**config.mk**
```make
export PLATFORM = sky130hd
export DESIGN_NAME = ambiguous_base_window_mask
export DESIGN_NICKNAME = d
export VERILOG_FILES = /design/src/rtl/core/abwm_pkg.sv /design/src/rtl/core/abwm_cell.sv /design/src/rtl/core/abwm_chain.sv /design/src/rtl/core/abwm_emit.sv /design/src/rtl/core/abwm_obuf.sv /design/src/rtl/core/ambiguous_base_window_mask.sv
export SDC_FILE = /design/constraint.sdc
export NUM_CORES = 1
export LEC_CHECK = 0
export BUFFER_PORTS_ARGS = -buffer_cell sky130_fd_sc_hd__buf_2
export CORE_ASPECT_RATIO = 0.7
export CORE_UTILIZATION = 49
export CTS_CLUSTER_SIZE = 30
export DETAILED_ROUTE_END_ITERATION = 12
export PLACE_DENSITY_LB_ADDON = 0.15
export SLEW_MARGIN = 20
export SYNTH_ARGS = -nofsm -noshare
export SYNTH_HDL_FRONTEND = slang
export SYNTH_SLANG_ARGS = --single-unit
```
**constraint.sdc**
```tcl
create_clock -name clk -period 11.35 [get_ports clk]
set_input_delay 0.5675 -clock clk [delete_from_list [all_inputs] [get_ports clk]]
set_output_delay 0.5675 -clock clk [all_outputs]
set_load 0.01 [all_outputs]
```
**src/rtl/core/abwm_pkg.sv**
```systemverilog
// Shared types, constants and the ambiguity test for the base window mask.
// Depends on nothing; imported by every module of the block.
package abwm_pkg;

    localparam int MAX_WINDOW_DEF = 15;

    localparam int BASE_W = 8;
    localparam int WIN_W  = 4;
    localparam int MIN_W  = 5;
    localparam int CFG_W  = 5;
    localparam int IDX_W  = 1;
    localparam int CNT_W  = WIN_W + 1;

    localparam logic [BASE_W-1:0] GAP_CHAR  = 8'h2D;
    localparam logic [BASE_W-1:0] MASK_CHAR = 8'h4E;
    localparam logic [MIN_W-1:0]  MIN_AMBIG_RESET = 5'd2;

    localparam logic [IDX_W-1:0] REG_WINDOW_SIZE   = 1'b0;
    localparam logic [IDX_W-1:0] REG_MIN_AMBIGUOUS = 1'b1;

    typedef struct packed {
        logic [BASE_W-1:0] masked_base;
        logic              last_res;
    } res_t;

    // One item's pending results: start age, how many remain, flags.
    typedef struct packed {
        logic [WIN_W-1:0] age;
        logic [CNT_W-1:0] cnt;
        logic             last;
        logic             bypass;
    } job_t;

    function automatic logic is_ambig(input logic [BASE_W-1:0] c);
        logic [BASE_W-1:0] up;
        logic              hit;
        up = (c >= 8'h61 && c <= 8'h7A) ? c - 8'd32 : c;
        hit = 1'b0;
        if (c == GAP_CHAR)
        begin
            hit = 1'b1;
        end
        else
        begin
            unique case (up)
                8'h52, 8'h59, 8'h53, 8'h57, 8'h4B, 8'h4D,
                8'h42, 8'h44, 8'h48, 8'h56, 8'h4E: hit = 1'b1;
                default:                            hit = 1'b0;
            endcase
        end
        return hit;
    endfunction

endpackage

```
**src/rtl/core/abwm_cell.sv**
```systemverilog
// One history cell: holds a base and the ambiguous count of it and newer bases.
// Depends on abwm_pkg.
module abwm_cell
    import abwm_pkg::*;
#(
    parameter int FW = 5
)
(
    input  logic              clk,
    input  logic              shift,
    input  logic              seq_start,
    input  logic              amb_new,
    input  logic [BASE_W-1:0] prev_base,
    input  logic [FW-1:0]     prev_cnt,
    output logic [BASE_W-1:0] base_out,
    output logic [FW-1:0]     cnt_out
);

    logic [BASE_W-1:0] base_reg;
    logic [FW-1:0]     cnt_reg;
    logic [FW-1:0]     cnt_next;

    // Drop the older prefix when a new sequence opens.
    assign cnt_next = {{(FW-1){1'b0}}, amb_new} + (seq_start ? '0 : prev_cnt);

    always_ff @(posedge clk)
    begin
        if (shift)
        begin
            base_reg <= prev_base;
            cnt_reg  <= cnt_next;
        end
    end

    assign base_out = base_reg;
    assign cnt_out  = cnt_reg;

endmodule

```
**src/rtl/core/abwm_chain.sv**
```systemverilog
// Row of history cells plus the fill count and the two read ports.
// Depends on abwm_pkg and abwm_cell.
module abwm_chain
    import abwm_pkg::*;
#(
    parameter int MAX_WINDOW = MAX_WINDOW_DEF,
    localparam int HIST = 2 * MAX_WINDOW + 1,
    localparam int AW = $clog2(HIST),
    localparam int FW = $clog2(HIST + 1)
)
(
    input  logic              clk,
    input  logic              rst_n,
    input  logic              shift,
    input  logic [BASE_W-1:0] base_in,
    input  logic              last_in,
    input  logic [AW-1:0]     rd_age,
    input  logic [AW-1:0]     rd_hi,
    output logic [BASE_W-1:0] rd_base,
    output logic [FW-1:0]     rd_cnt,
    output logic [FW-1:0]     fill_after
);

    logic [BASE_W-1:0] base_q [HIST];
    logic [FW-1:0]     cnt_q  [HIST];
    logic [FW-1:0]     fill_reg;
    logic              new_seq_reg;
    logic              amb_new;

    assign amb_new = is_ambig(base_in);

    generate
        for (genvar i = 0; i < HIST; i++)
        begin : g_cell
            logic [BASE_W-1:0] pb;
            logic [FW-1:0]     pc;
            if (i == 0)
            begin : g_head
                assign pb = base_in;
                assign pc = '0;
            end
            else
            begin : g_body
                assign pb = base_q[i-1];
                assign pc = cnt_q[i-1];
            end
            abwm_cell #(.FW(FW)) u_cell (
                .clk       (clk),
                .shift     (shift),
                .seq_start (new_seq_reg),
                .amb_new   (amb_new),
                .prev_base (pb),
                .prev_cnt  (pc),
                .base_out  (base_q[i]),
                .cnt_out   (cnt_q[i])
            );
        end
    endgenerate

    always_comb
    begin
        if (new_seq_reg)
            fill_after = FW'(1);
        else if (fill_reg == FW'(HIST))
            fill_after = fill_reg;
        else
            fill_after = fill_reg + FW'(1);
    end

    always_ff @(posedge clk or negedge rst_n)
    begin
        if (!rst_n)
        begin
            fill_reg    <= '0;
            new_seq_reg <= 1'b1;
        end
        else if (shift)
        begin
            fill_reg    <= fill_after;
            new_seq_reg <= last_in;
        end
    end

    assign rd_base = base_q[rd_age];
    assign rd_cnt  = cnt_q[rd_hi];

endmodule

```
**src/rtl/core/abwm_emit.sv**
```systemverilog
// Result sequencer: holds one item's pending results, masks one a cycle if room.
// Depends on abwm_pkg.
module abwm_emit
    import abwm_pkg::*;
#(
    parameter int MAX_WINDOW = MAX_WINDOW_DEF,
    localparam int HIST = 2 * MAX_WINDOW + 1,
    localparam int AW = $clog2(HIST),
    localparam int FW = $clog2(HIST + 1)
)
(
    input  logic              clk,
    input  logic              rst_n,
    input  logic              load,
    input  logic              last_in,
    input  logic [FW-1:0]     fill_after,
    input  logic [WIN_W-1:0]  w_eff,
    input  logic [MIN_W-1:0]  min_ambiguous,
    input  logic [BASE_W-1:0] rd_base,
    input  logic [FW-1:0]     rd_cnt,
    input  logic              out_space,
    output logic [AW-1:0]     rd_age,
    output logic [AW-1:0]     rd_hi,
    output logic              push,
    output res_t              push_data,
    output logic              idle_next
);

    job_t             job_reg;
    job_t             job_next;
    logic [CNT_W-1:0] hi_sum;
    logic             hit;

    always_comb
    begin
        job_next.last   = last_in;
        job_next.bypass = 1'b0;
        if (w_eff == '0)
        begin
            job_next.age    = '0;
            job_next.cnt    = CNT_W'(1);
            job_next.bypass = 1'b1;
        end
        else if (int'(fill_after) > int'(w_eff))
        begin
            job_next.age = w_eff;
            job_next.cnt = last_in ? CNT_W'(w_eff) + CNT_W'(1) : CNT_W'(1);
        end
        else
        begin
            // Short sequence: flush every held base on last, else nothing yet.
            job_next.age = WIN_W'(fill_after) - WIN_W'(1);
            job_next.cnt = last_in ? CNT_W'(fill_after) : '0;
        end
    end

    assign hi_sum = CNT_W'(job_reg.age) + CNT_W'(w_eff);
    assign rd_age = AW'(job_reg.age);
    assign rd_hi  = AW'(hi_sum);

    assign hit = !job_reg.bypass && (int'(rd_cnt) >= int'(min_ambiguous));

    always_comb
    begin
        push_data.masked_base = rd_base;
        if (hit)
            push_data.masked_base = (rd_base == GAP_CHAR) ? GAP_CHAR : MASK_CHAR;
        push_data.last_res = job_reg.last && (job_reg.cnt == CNT_W'(1));
    end

    assign push      = (job_reg.cnt != '0) && out_space;
    assign idle_next = (job_reg.cnt == '0) || ((job_reg.cnt == CNT_W'(1)) && push);

    always_ff @(posedge clk or negedge rst_n)
    begin
        if (!rst_n)
        begin
            job_reg <= '0;
        end
        else if (load)
        begin
            job_reg <= job_next;
        end
        else if (push)
        begin
            job_reg.cnt <= job_reg.cnt - CNT_W'(1);
            job_reg.age <= job_reg.age - WIN_W'(1);
        end
    end

endmodule

```
**src/rtl/core/abwm_obuf.sv**
```systemverilog
// Two-entry output queue that parts the sequencer from the result channel.
// Depends on abwm_pkg.
module abwm_obuf
    import abwm_pkg::*;
(
    input  logic clk,
    input  logic rst_n,
    input  logic push,
    input  res_t push_data,
    output logic space,
    output logic out_valid,
    input  logic out_stall,
    output res_t out_data
);

    res_t       data0_reg;
    res_t       data1_reg;
    logic [1:0] count_reg;
    logic       pop;

    assign out_valid = (count_reg != 2'd0);
    assign space     = (count_reg != 2'd2);
    assign pop       = out_valid && !out_stall;
    assign out_data  = data0_reg;

    always_ff @(posedge clk or negedge rst_n)
    begin
        if (!rst_n)
        begin
            count_reg <= 2'd0;
        end
        else if (push && !pop)
        begin
            count_reg <= count_reg + 2'd1;
        end
        else if (pop && !push)
        begin
            count_reg <= count_reg - 2'd1;
        end
    end

    always_ff @(posedge clk)
    begin
        if (pop)
        begin
            // Advance the queue; a same-cycle push lands where it belongs.
            if (push && count_reg == 2'd1)
                data0_reg <= push_data;
            else
                data0_reg <= data1_reg;
            if (push && count_reg == 2'd2)
                data1_reg <= push_data;
        end
        else if (push)
        begin
            if (count_reg == 2'd0)
                data0_reg <= push_data;
            else
                data1_reg <= push_data;
        end
    end

endmodule

```
**src/rtl/core/ambiguous_base_window_mask.sv**
```systemverilog
// Top level of the sliding-window ambiguous base mask.
// Depends on abwm_pkg, abwm_chain, abwm_emit and abwm_obuf.
//
//   channel  | handshake                 | payload
//   ---------+---------------------------+----------------------------
//   item     | item_valid / item_stall   | base[7:0], last
//   result   | result_valid/result_stall | masked_base[7:0], last_res
//   config   | cfg_valid / cfg_ready     | cfg_index, cfg_data[4:0]
//
// A non-last item is taken every cycle while the output queue has space;
// its result passes the job register and the output queue, window_size
// items behind. A last item stalls the item channel while the sequencer
// walks the history one base a cycle, as long as the output queue has space.
// Reset clears the fill count, the pending results and the output queue.
// A stalled result channel fills the two-entry queue, then stalls items.
module ambiguous_base_window_mask
    import abwm_pkg::*;
#(
    parameter int MAX_WINDOW = MAX_WINDOW_DEF
)
(
    input  logic              clk,
    input  logic              rst_n,
    input  logic              item_valid,
    output logic              item_stall,
    input  logic [BASE_W-1:0] base,
    input  logic              last,
    output logic              result_valid,
    input  logic              result_stall,
    output logic [BASE_W-1:0] masked_base,
    output logic              last_res,
    input  logic              cfg_valid,
    output logic              cfg_ready,
    input  logic [IDX_W-1:0]  cfg_index,
    input  logic [CFG_W-1:0]  cfg_data
);

    localparam int HIST = 2 * MAX_WINDOW + 1;
    localparam int AW = $clog2(HIST);
    localparam int FW = $clog2(HIST + 1);

    logic [WIN_W-1:0]  window_size_reg;
    logic [MIN_W-1:0]  min_ambiguous_reg;
    logic [WIN_W-1:0]  w_eff;
    logic              accept;
    logic              idle_next;
    logic [AW-1:0]     rd_age;
    logic [AW-1:0]     rd_hi;
    logic [BASE_W-1:0] rd_base;
    logic [FW-1:0]     rd_cnt;
    logic [FW-1:0]     fill_after;
    logic              push;
    logic              space;
    res_t              push_data;
    res_t              out_data;

    assign cfg_ready = 1'b1;

    always_ff @(posedge clk or negedge rst_n)
    begin
        if (!rst_n)
        begin
            window_size_reg   <= '0;
            min_ambiguous_reg <= MIN_AMBIG_RESET;
        end
        else if (cfg_valid && cfg_ready)
        begin
            unique case (cfg_index)
                REG_WINDOW_SIZE:   window_size_reg   <= cfg_data[WIN_W-1:0];
                REG_MIN_AMBIGUOUS: min_ambiguous_reg <= cfg_data[MIN_W-1:0];
            endcase
        end
    end

    always_comb
    begin
        if (int'(window_size_reg) > MAX_WINDOW)
            w_eff = WIN_W'(MAX_WINDOW);
        else
            w_eff = window_size_reg;
    end

    assign item_stall = !idle_next;
    assign accept     = item_valid && !item_stall;

    abwm_chain #(.MAX_WINDOW(MAX_WINDOW)) u_chain (
        .clk        (clk),
        .rst_n      (rst_n),
        .shift      (accept),
        .base_in    (base),
        .last_in    (last),
        .rd_age     (rd_age),
        .rd_hi      (rd_hi),
        .rd_base    (rd_base),
        .rd_cnt     (rd_cnt),
        .fill_after (fill_after)
    );

    abwm_emit #(.MAX_WINDOW(MAX_WINDOW)) u_emit (
        .clk           (clk),
        .rst_n         (rst_n),
        .load          (accept),
        .last_in       (last),
        .fill_after    (fill_after),
        .w_eff         (w_eff),
        .min_ambiguous (min_ambiguous_reg),
        .rd_base       (rd_base),
        .rd_cnt        (rd_cnt),
        .out_space     (space),
        .rd_age        (rd_age),
        .rd_hi         (rd_hi),
        .push          (push),
        .push_data     (push_data),
        .idle_next     (idle_next)
    );

    abwm_obuf u_obuf (
        .clk       (clk),
        .rst_n     (rst_n),
        .push      (push),
        .push_data (push_data),
        .space     (space),
        .out_valid (result_valid),
        .out_stall (result_stall),
        .out_data  (out_data)
    );

    assign masked_base = out_data.masked_base;
    assign last_res    = out_data.last_res;

endmodule

```
[After elaboration in Yosys (flattened, before gate mapping)]
Cells that the tools add are included.
Cells by class
  add/sub/neg operators: 39
  multipliers: 0
  div/mod/pow operators: 0
  order comparisons: 6
  eq/ne operators: 20
  shift-type cells: 0
  multiplexer cells: 60
  bitwise gates (word level): 3
  reductions and logical operators: 31
Operators with widths (count)
  5-bit 2-to-1 mux: 35
  1-bit by 5-bit adder with 5-bit output: 30
  9-bit 2-to-1 mux: 12
  8-bit by 7-bit == test with 1-bit output (second input constant): 11
  8-bit binary-select mux with 5-bit select: 1
  8-bit 2-to-1 mux: 4
  5-bit binary-select mux with 5-bit select: 1
  8-bit by 6-bit == test with 1-bit output (second input constant): 2
  6-bit >= comparator (second input constant): 2
  1-bit logical AND: 11
  11-bit OR reduction: 1
  2-bit nonzero test: 5
  8-bit by 7-bit >= comparator with 1-bit output (second input constant): 1
  8-bit by 7-bit <= comparator with 1-bit output (second input constant): 1
  4-bit by 1-bit subtractor with 4-bit output (second input constant): 2
  8-bit by 6-bit subtractor with 8-bit output (second input constant): 1
  7-bit 2-to-1 mux: 1
  4-bit inverter with 6-bit output: 1
  5-bit inverter with 6-bit output: 1
  2-bit AND reduction: 3
  4-bit by 1-bit adder with 5-bit output (second input constant): 1
  4-bit by 4-bit adder with 5-bit output: 1
  5-bit by 1-bit adder with 5-bit output (second input constant): 1
  5-bit by 1-bit == test with 1-bit output (second input constant): 1
  other kinds (20): 29
Word-level totals
  register bits after elaboration: 445
  latch bits: 0
  bits in writable memories: 0
  ROM bits: 0
  bits of input ports: 20
  memories kept: 0

[Logic depth before layout (Yosys ltp)]
Gate-level depths: netlist (run 1).
  depth after elaboration: 11
  depth in mapped cells: 20
  depth with buffers taken out: 16

[Hierarchy]
Synthesis (run 1) repeated with hierarchy kept, for this count alone.
Second synthesis, totals
  cell total of the unflattened synthesis: 1525
  area, all modules: 22237.6 um^2
By module, submodules not included
  abwm_cell: times used 31, cells an instance 27, area an instance 505.5 um^2, seq. area each 390.4 um^2
  abwm_chain: times used 1, cells an instance 453, area an instance 4015.1 um^2, seq. area each 151.4 um^2
  abwm_emit: times used 1, cells an instance 163, area an instance 1340.0 um^2, seq. area each 275.3 um^2
  abwm_obuf: times used 1, cells an instance 47, area an instance 847.1 um^2, seq. area each 590.6 um^2
  ambiguous_base_window_mask: times used 1, cells an instance 25, area an instance 365.4 um^2, seq. area each 226.5 um^2

[Worst setup path after synthesis (run 1)]
No wires, ideal clock.
  kind: register -> register
  start point: register u_obuf.count_reg[0]
  end point: register u_emit.job_reg (netlist bit u_emit.rd_age[3])
  library setup time: 0.142 ns
  arrival time: 9.244 ns
  path slack: 1.964 ns
  cell stages (with the launch flop): 9
  buffers on the path: 1
  clock period less this slack: 9.386 ns
  cell sequence: dfrtp_1 > inv_1 > ha_1 > nor2b_1 > o211ai_1 > inv_1 > clkbuf_1 > o21a_1 > a22oi_1
Between the ends
  cells in the longest elaborated chain, start to end: 6
RTL lines
  start, declared: RTL line abwm_obuf.sv:18  | logic [1:0] count_reg;
  start signal, assigned: RTL line abwm_obuf.sv:34  | count_reg <= count_reg + 2'd1;
  start signal, assigned: RTL line abwm_obuf.sv:38  | count_reg <= count_reg - 2'd1;
  2-bit != test *: RTL line abwm_obuf.sv:22  | assign space = (count_reg != 2'd2);
  1-bit logical AND *: RTL line abwm_emit.sv:71  | assign push = (job_reg.cnt != '0) && out_space;
  1-bit logical AND *: RTL line abwm_emit.sv:72  | assign idle_next = (job_reg.cnt == '0) || ((job_reg.cnt == CNT_W'(1)) && push);
  1-bit logical OR *: RTL line abwm_emit.sv:72
  1-bit logical AND *: RTL line ambiguous_base_window_mask.sv:84  | assign accept = item_valid && !item_stall;
  via accept: RTL line ambiguous_base_window_mask.sv:45  | logic accept;
  9-bit 2-to-1 mux / 2-bit nonzero test (equally long branches)
  end signal, assigned: RTL line abwm_emit.sv:82  | job_reg <= job_next;
  end, declared: RTL line abwm_emit.sv:29  | job_t job_reg;
The timed path passes the listed nets; every way through them passes the cells marked *.
A chain may end at the register's enable or synchronous reset.

==> flow_summary.ini, run 1 <==
[status]
run_status = completed

[clock_network]
clock_latency_ns = 0.58
cts-buffers-inserted = 31
tritoncts = done
clkSlewWorstSetupHoldPaths_ns = 0.06
htree_levels = 1
hold_buffers = 0
ctsResizeCount = 0
post-cts-setup-buffer-count = 0
clockBufferDepth = 3
clock_sink_count = 319
cts-root-buf = sky130_fd_sc_hd__clkbuf_16

[synthesis]
syn-instance-count = 1086
post-synth-top-area-fraction_pct = 55.0
synth_cell_types = 60
post_synth_main_area_contributors = sky130_fd_sc_hd__edfxtp_1 (55%), sky130_fd_sc_hd__mux4_2 (7.2%), sky130_fd_sc_hd__ha_1 (6.7%), sky130_fd_sc_hd__dfrtp_1 (4.1%), sky130_fd_sc_hd__xor2_1 (3.1%)
syn_nets = 1192
yosys_warnings = 0
syn-cell-area_um2 = 15900
synth_edf_count = 291
synth.ff_latch_count = 319
synth-async-reset-ratio_pct = 8.78
post_synthesis_mean_instance_area_um2 = 14.6
synth_ff_type = sky130_fd_sc_hd__edfxtp_1
synth.yosys.seq_area_share_pct = 59.4
synth_top_area_cell = sky130_fd_sc_hd__edfxtp_1

[drt]
drt-initial-drc-count = 785
wire_per_inst_um = 20.5
routed_wl_um = 32100
vias = 8961
drt_drc_violations_left = 0
drt.antenna.violating_nets = 0
detailedRoute.firstPassIterationCount = 7
route.detailed.vias_per_inst = 5.73

[sta]
final.setup.tns_ns = 0
rsz_0062_raised_after_global_routing = false
maxSlewHeadroom_pct = 25.9
max_slew.worst_pin.slew_ns = 1.11
finalSetupViolCount = 0
min_period_over_period_pct = 42.8
final-hold-violation-count = 0
report.final.slew_viol_count = 0
period_minus_slack_ns = 4.86
maxClockFrequency_mhz = 206
timing.clock.skew_ns = 0.0280

[final_layout]
layout.area.seq_um2 = 9450
nNetsFinal = 1225
layout-area-overhead-vs-synth_pct = 10.1
fillerInstances = 2603
layout-drive-gt1-share_pct = 15.0
final_core_util_pct = 55.5
multiInputGateArea_um2 = 6110
instances_no_fill = 1564
largest_reg_flops = 145

[flow_run]
max_cap_violations = 0

[die]
die_w_um = 217
count_of_pins_on_the_block_boundary = 32
floorplan.core_area_um2 = 31500
die_height_um = 153
initial_utilization_pct = 50.4
placementRows = 54
floorplan.die_area_um2 = 33200

[critical_path]
rr_startpoint = w_eff[0]
setup.worst_path.class = reg2reg
cp_max_fo = 45
worstPathRequired_ns = 11.66
crit_start = w_eff[0]
worstSetupEndpointType = register
startpoint_type = register
worst_ep_arrival_time_ns = 5.17

[global_route]
gr-total-overflow = 0
grt_max_degree = 137
global_route_wire_length_before_repair_um = 51100
grt_antenna_before_repair = 2
gr-usage-all-layers_pct = 19.8
first_global_vias = 8771

[power_and_ir_drop]
power.share.switching_pct = 34.1
power_per_cell_area_nw_per_um2 = 270
worst_ir_drop_vdd_mv = 0.318
clock_power_share_pct = 22.8
cellInternalPower_mw = 3.11
p_leak_nw = 6.34
combPwrFrac_pct = 38.3
p_sw_mw = 1.61
seq_power_share_pct = 38.9

[placement]
place_inst = 1506
port_buffers = 30
place.gp.congestion = 0.832
dpl.hpwl_um = 21500

[hold_path]
type_of_the_tightest_min_delay_check = in2async
==> area by class of cell <==
type / count / area share [%]
Clock buffer: 38 / 4.59
Timing Repair Buffer: 43 / 1.42
Clock inverter: 19 / 1.45
Antenna cell: 1 / 0.0143
Sequential cell: 319 / 54.0
Tap cell: 420 / 3.00
Multi-Input combinational cell: 699 / 34.9
Inverter: 25 / 0.580
==> cells in the mapped netlist (13+ instances only) <==
library cell	instances
sky130_fd_sc_hd__inv_1	24
sky130_fd_sc_hd__nand2_1	43
sky130_fd_sc_hd__nand3_1	66
sky130_fd_sc_hd__nor2_1	84
sky130_fd_sc_hd__mux2_2	16
sky130_fd_sc_hd__nand2b_1	30
sky130_fd_sc_hd__dfrtp_1	26
sky130_fd_sc_hd__xnor2_1	35
sky130_fd_sc_hd__mux4_1	18
sky130_fd_sc_hd__xor2_1	56
sky130_fd_sc_hd__mux4_2	51
sky130_fd_sc_hd__nor2b_1	65
sky130_fd_sc_hd__ha_1	85
sky130_fd_sc_hd__clkbuf_1	23
sky130_fd_sc_hd__a21oi_1	23
sky130_fd_sc_hd__o21ai_0	30
sky130_fd_sc_hd__mux2i_1	13
sky130_fd_sc_hd__edfxtp_1	291
==> power groups by stage <==
stage | Sequential (mW) | Combinational [mW] | Clock (mW)
after global placement | 1.85 | 1.79 | 0
after global routing | 1.87 | 2.00 | 1.15
after floorplan | 1.83 | 1.44 | 0
after CTS | 1.84 | 1.84 | 1.11
after detailed placement | 1.86 | 1.82 | 0
final | 1.84 | 1.81 | 1.08
==> worst max-delay path, cell delays in order, from the launching register on <==
cell,delay (ns)
sky130_fd_sc_hd__dfrtp_1,0.47
sky130_fd_sc_hd__ha_2,0.23
sky130_fd_sc_hd__inv_1,0.05
sky130_fd_sc_hd__fa_2,0.52
sky130_fd_sc_hd__buf_4,0.50
sky130_fd_sc_hd__mux4_2,0.39
sky130_fd_sc_hd__nor2b_1,0.14
sky130_fd_sc_hd__a211oi_1,0.29
sky130_fd_sc_hd__a21oi_1,0.07
sky130_fd_sc_hd__mux2i_1,0.19
sky130_fd_sc_hd__ha_1,0.24
sky130_fd_sc_hd__nand2b_1,0.15
sky130_fd_sc_hd__a21o_1,0.20
sky130_fd_sc_hd__a21o_1,0.21
sky130_fd_sc_hd__a211oi_1,0.42
sky130_fd_sc_hd__o21ai_0,0.20
sky130_fd_sc_hd__mux2_2,0.29
==> cells in the final DEF, fill, tap and decap left out, types with 25 or more instances in the layout <==
| cell type | count |
|---|---|
| sky130_fd_sc_hd__nor2_1 | 83 |
| sky130_fd_sc_hd__nor2b_1 | 65 |
| sky130_fd_sc_hd__o21ai_0 | 30 |
| sky130_fd_sc_hd__xor2_1 | 56 |
| sky130_fd_sc_hd__edfxtp_1 | 291 |
| sky130_fd_sc_hd__dfrtp_1 | 25 |
| sky130_fd_sc_hd__ha_1 | 84 |
| sky130_fd_sc_hd__buf_2 | 30 |
| sky130_fd_sc_hd__nand2_1 | 43 |
| sky130_fd_sc_hd__clkbuf_16 | 31 |
| sky130_fd_sc_hd__xnor2_1 | 34 |
| sky130_fd_sc_hd__nand3_1 | 66 |
| sky130_fd_sc_hd__mux4_2 | 51 |
| sky130_fd_sc_hd__nand2b_1 | 30 |
==> path summary, 6_finish.rpt <==
check	endpoint	slack, ns	depth (start not counted)
hold / removal	min_ambiguous_reg[2]	0.03	1
min in group clk	w_eff[3]	0.22	3
hold reg to reg	u_chain.g_cell[3].u_cell.base_out[7]	0.44	0
setup reg to reg	u_obuf.out_data[3]	6.49	16
max in group asynchronous	u_emit.rd_age[0]	10.84	1
setup / recovery	u_obuf.out_data[3]	6.49	16
==> stage by stage <==
stage / hold slack, ns / total power, mW / setup slack, ns / instance area, um^2
5_1_grt: 0.0652 / 5.02 / 6.20 / 17500
2_1_floorplan: 0.272 / 3.27 / 1.96 / 15900
3_3_place_gp: 0.419 / 3.64 / 6.54 / 16400
6_report: 0.0349 / 4.73 / 6.49 / 17500
3_5_place_dp: 0.423 / 3.68 / 6.49 / 16400
4_1_cts: 0.0333 / 4.78 / 6.45 / 17500
==> logic make-up after synthesis <==
family	share of synthesized area (%)
AOI/OAI and AO/OA	4.47
xor gates and xnor gates	5.02
adders and majority gates	6.82
buffers and inverters	2.20
DFF	59.4
muxes	12.2
other	0.0236
and+or+nand+nor	9.86
==> per-layer routing <==
| metal | vias up | routed length [um] | track usage (%) |
|---|---|---|---|
| li1 | 4196 | - | - |
| met1 | 4556 | 16500 | 32.2 |
| met2 | 171 | 13700 | 27.8 |
| met3 | 36 | 1350 | 3.27 |
| met4 | 2 | 497 | 4.09 |
| met5 | - | 17 | 0 |
(Power assumes the default switching activity.)
==> run 2, diff against run 1 <==
- clock period: 11.35 -> 3.95 ns (I/O delays scaled with it)
==> flow_summary.ini, run 2 (synthesis gave the netlist of run 1 again) <==
[power_and_ir_drop]
post-layout-total-power_mw = 14.0
p_leak_nw = 6.52
power_per_cell_area_nw_per_um2 = 783
worst_ir_drop_vdd_mv = 0.631

[drt]
routed_wl_um = 33300
route.detailed.vias_per_inst = 5.72
drt-initial-drc-count = 786
drt.antenna.violating_nets = 0
wire_per_inst_um = 20.8
drt_drc_violations_left = 0
detailedRoute.firstPassIterationCount = 5
vias = 9143

[sta]
rsz_0062_raised_after_global_routing = true
max_slew.worst_pin.slew_ns = 0.894
finalHoldWorstSlack_ns = 0.0259
finalSetupViolCount = 6
final-hold-violation-count = 0
maxSlewHeadroom_pct = 40.2
period_minus_slack_ns = 4.04
final_critical_path_setup_slack_ns = -0.0853
min_period_over_period_pct = 102
maxClockFrequency_mhz = 248
timing.clock.skew_ns = 0.0239
report.final.slew_viol_count = 0

[clock_network]
htree_levels = 1
clockBufferDepth = 3
cts-buffers-inserted = 31
cts-root-buf = sky130_fd_sc_hd__clkbuf_16
clock_sink_count = 319
clkSlewWorstSetupHoldPaths_ns = 0.07
tritoncts = done
clock_latency_ns = 0.58

[final_layout]
multiInputGateArea_um2 = 6170
fillerInstances = 2560
layout-drive-gt1-share_pct = 16.8
layout_commonest_cell = sky130_fd_sc_hd__edfxtp_1
count_of_inserted_antenna_diode_cells = 0
largest_reg_flops = 145
mostFrequentLayoutCells = sky130_fd_sc_hd__edfxtp_1 (291), sky130_fd_sc_hd__ha_1 (84), sky130_fd_sc_hd__nor2_1 (83), sky130_fd_sc_hd__nand3_1 (66), sky130_fd_sc_hd__nor2b_1 (65)
nNetsFinal = 1260
layout-area-overhead-vs-synth_pct = 12.6
final_core_util_pct = 56.8
layout.area.seq_um2 = 9450
final_cell_area_um2 = 17900

[die]
floorplan.core_area_um2 = 31500
floorplan.die_area_um2 = 33200
die_w_um = 217
count_of_pins_on_the_block_boundary = 32
die_height_um = 153
placementRows = 54
initial_utilization_pct = 50.4

[critical_path]
worst_ep_arrival_time_ns = 4.35
setup.worst_path.class = reg2reg
cp_max_fo = 6
worstSetupEndpointType = register
startpoint_type = register
worstPathRequired_ns = 4.27

[global_route]
gr-total-overflow = 0
grt_max_degree = 141
gr-usage-all-layers_pct = 20.6
first_global_vias = 8873
grt_antenna_before_repair = 0
global_route_wire_length_before_repair_um = 52500

[placement]
placement.cell_area_um2 = 16600
port_buffers = 30
place.gp.congestion = 0.836
dpl.hpwl_um = 22300
worst_setup_timing_slack_at_the_placement_stage_ns = -0.140

[hold_path]
type_of_the_tightest_min_delay_check = in2reg

[status]
failed_checks = negative setup slack
run_status = finished, violations left

[flow_run]
max_cap_violations = 0
## run 2: cell types whose count changed in the layout (fill, tap and decap cells not counted), moves of 4 or more
| cell | change |
|---|---|
| sky130_fd_sc_hd__buf_12 | +5 |
| sky130_fd_sc_hd__buf_4 | +12 |
| sky130_fd_sc_hd__bufinv_16 | -4 |
| sky130_fd_sc_hd__dlygate4sd3_1 | +15 |
| sky130_fd_sc_hd__o21ai_0 | -5 |
| sky130_fd_sc_hd__o21ai_1 | +4 |
## run 2: critical path, stage by stage (launching register included)
cell	delay, ns
sky130_fd_sc_hd__dfrtp_1	0.38
sky130_fd_sc_hd__ha_4	0.15
sky130_fd_sc_hd__inv_2	0.03
sky130_fd_sc_hd__fa_2	0.62
sky130_fd_sc_hd__buf_12	0.16
sky130_fd_sc_hd__mux4_2	0.31
sky130_fd_sc_hd__mux4_2	0.50
sky130_fd_sc_hd__mux2i_1	0.17
sky130_fd_sc_hd__ha_1	0.26
sky130_fd_sc_hd__nand2b_4	0.14
sky130_fd_sc_hd__a21o_1	0.15
sky130_fd_sc_hd__a21o_1	0.23
sky130_fd_sc_hd__a211oi_2	0.27
sky130_fd_sc_hd__o21ai_1	0.14
sky130_fd_sc_hd__mux2_2	0.28
## run 2: final timing paths
kind	from	cells after the start	endpoint	slack [ns]
min reg2reg	u_chain.g_cell[5].u_cell.base_out[4]	0	u_chain.g_cell[6].u_cell.base_out[4]	0.44
max reg2reg	w_eff[0]	14	u_obuf.out_data[4]	-0.09
min in group asynchronous	rst_n	2	u_chain.fill_reg[0]	0.20
max in group asynchronous	rst_n	2	u_emit.rd_age[0]	3.24
min	cfg_index	3	w_eff[3]	0.03
max	w_eff[0]	14	u_obuf.out_data[4]	-0.09
## run 2: timing repair
item / 4_1_cts / 5_1_grt
pin swaps: 3 / 5
buffers inserted: 0 / 1
hold buffers: 15 / 0
gates cloned: 0 / 1
setup endpoints to repair: 11 / 15
endpoints found under the hold margin: 48 / 0
gates resized for setup: 9 / 5
## run 2: layout make-up
| class | instances | area share [%] |
|---|---|---|
| inverter | 25 | 0.567 |
| clock buffer | 44 | 4.90 |
| multi-input combinational | 699 | 34.5 |
| tap | 420 | 2.94 |
| sequential | 319 | 52.8 |
| clock inverter | 14 | 0.714 |
| timing repair buffer | 78 | 3.55 |
## run 2: power breakdown
group	total (mW)	switching [mW]	internal, mW
Sequential	5.18	0.448	4.73
Combinational	5.88	3.14	2.74
Clock	2.95	1.28	1.67
## run 2: routing by layer
| metal | part of all wire (%) | wire length, um | vias up | track usage [%] |
|---|---|---|---|---|
| met5 | 0 | 0 | - | 0 |
| met3 | 8.1 | 2710 | 38 | 5.65 |
| met4 | 1.6 | 529 | 0 | 4.16 |
| met2 | 38 | 12700 | 250 | 25.9 |
| li1 | - | - | 4258 | - |
| met1 | 52 | 17400 | 4597 | 34.6 |
## run 2: stage by stage
step / setup TNS [ns] / instances
after CTS: -0.0710 / 1597
after global routing: -1.53 / 1599
after detailed placement: -0.940 / 1524
after floorplan: 0 / 1086
after global placement: -0.456 / 1524
final: -0.258 / 1599
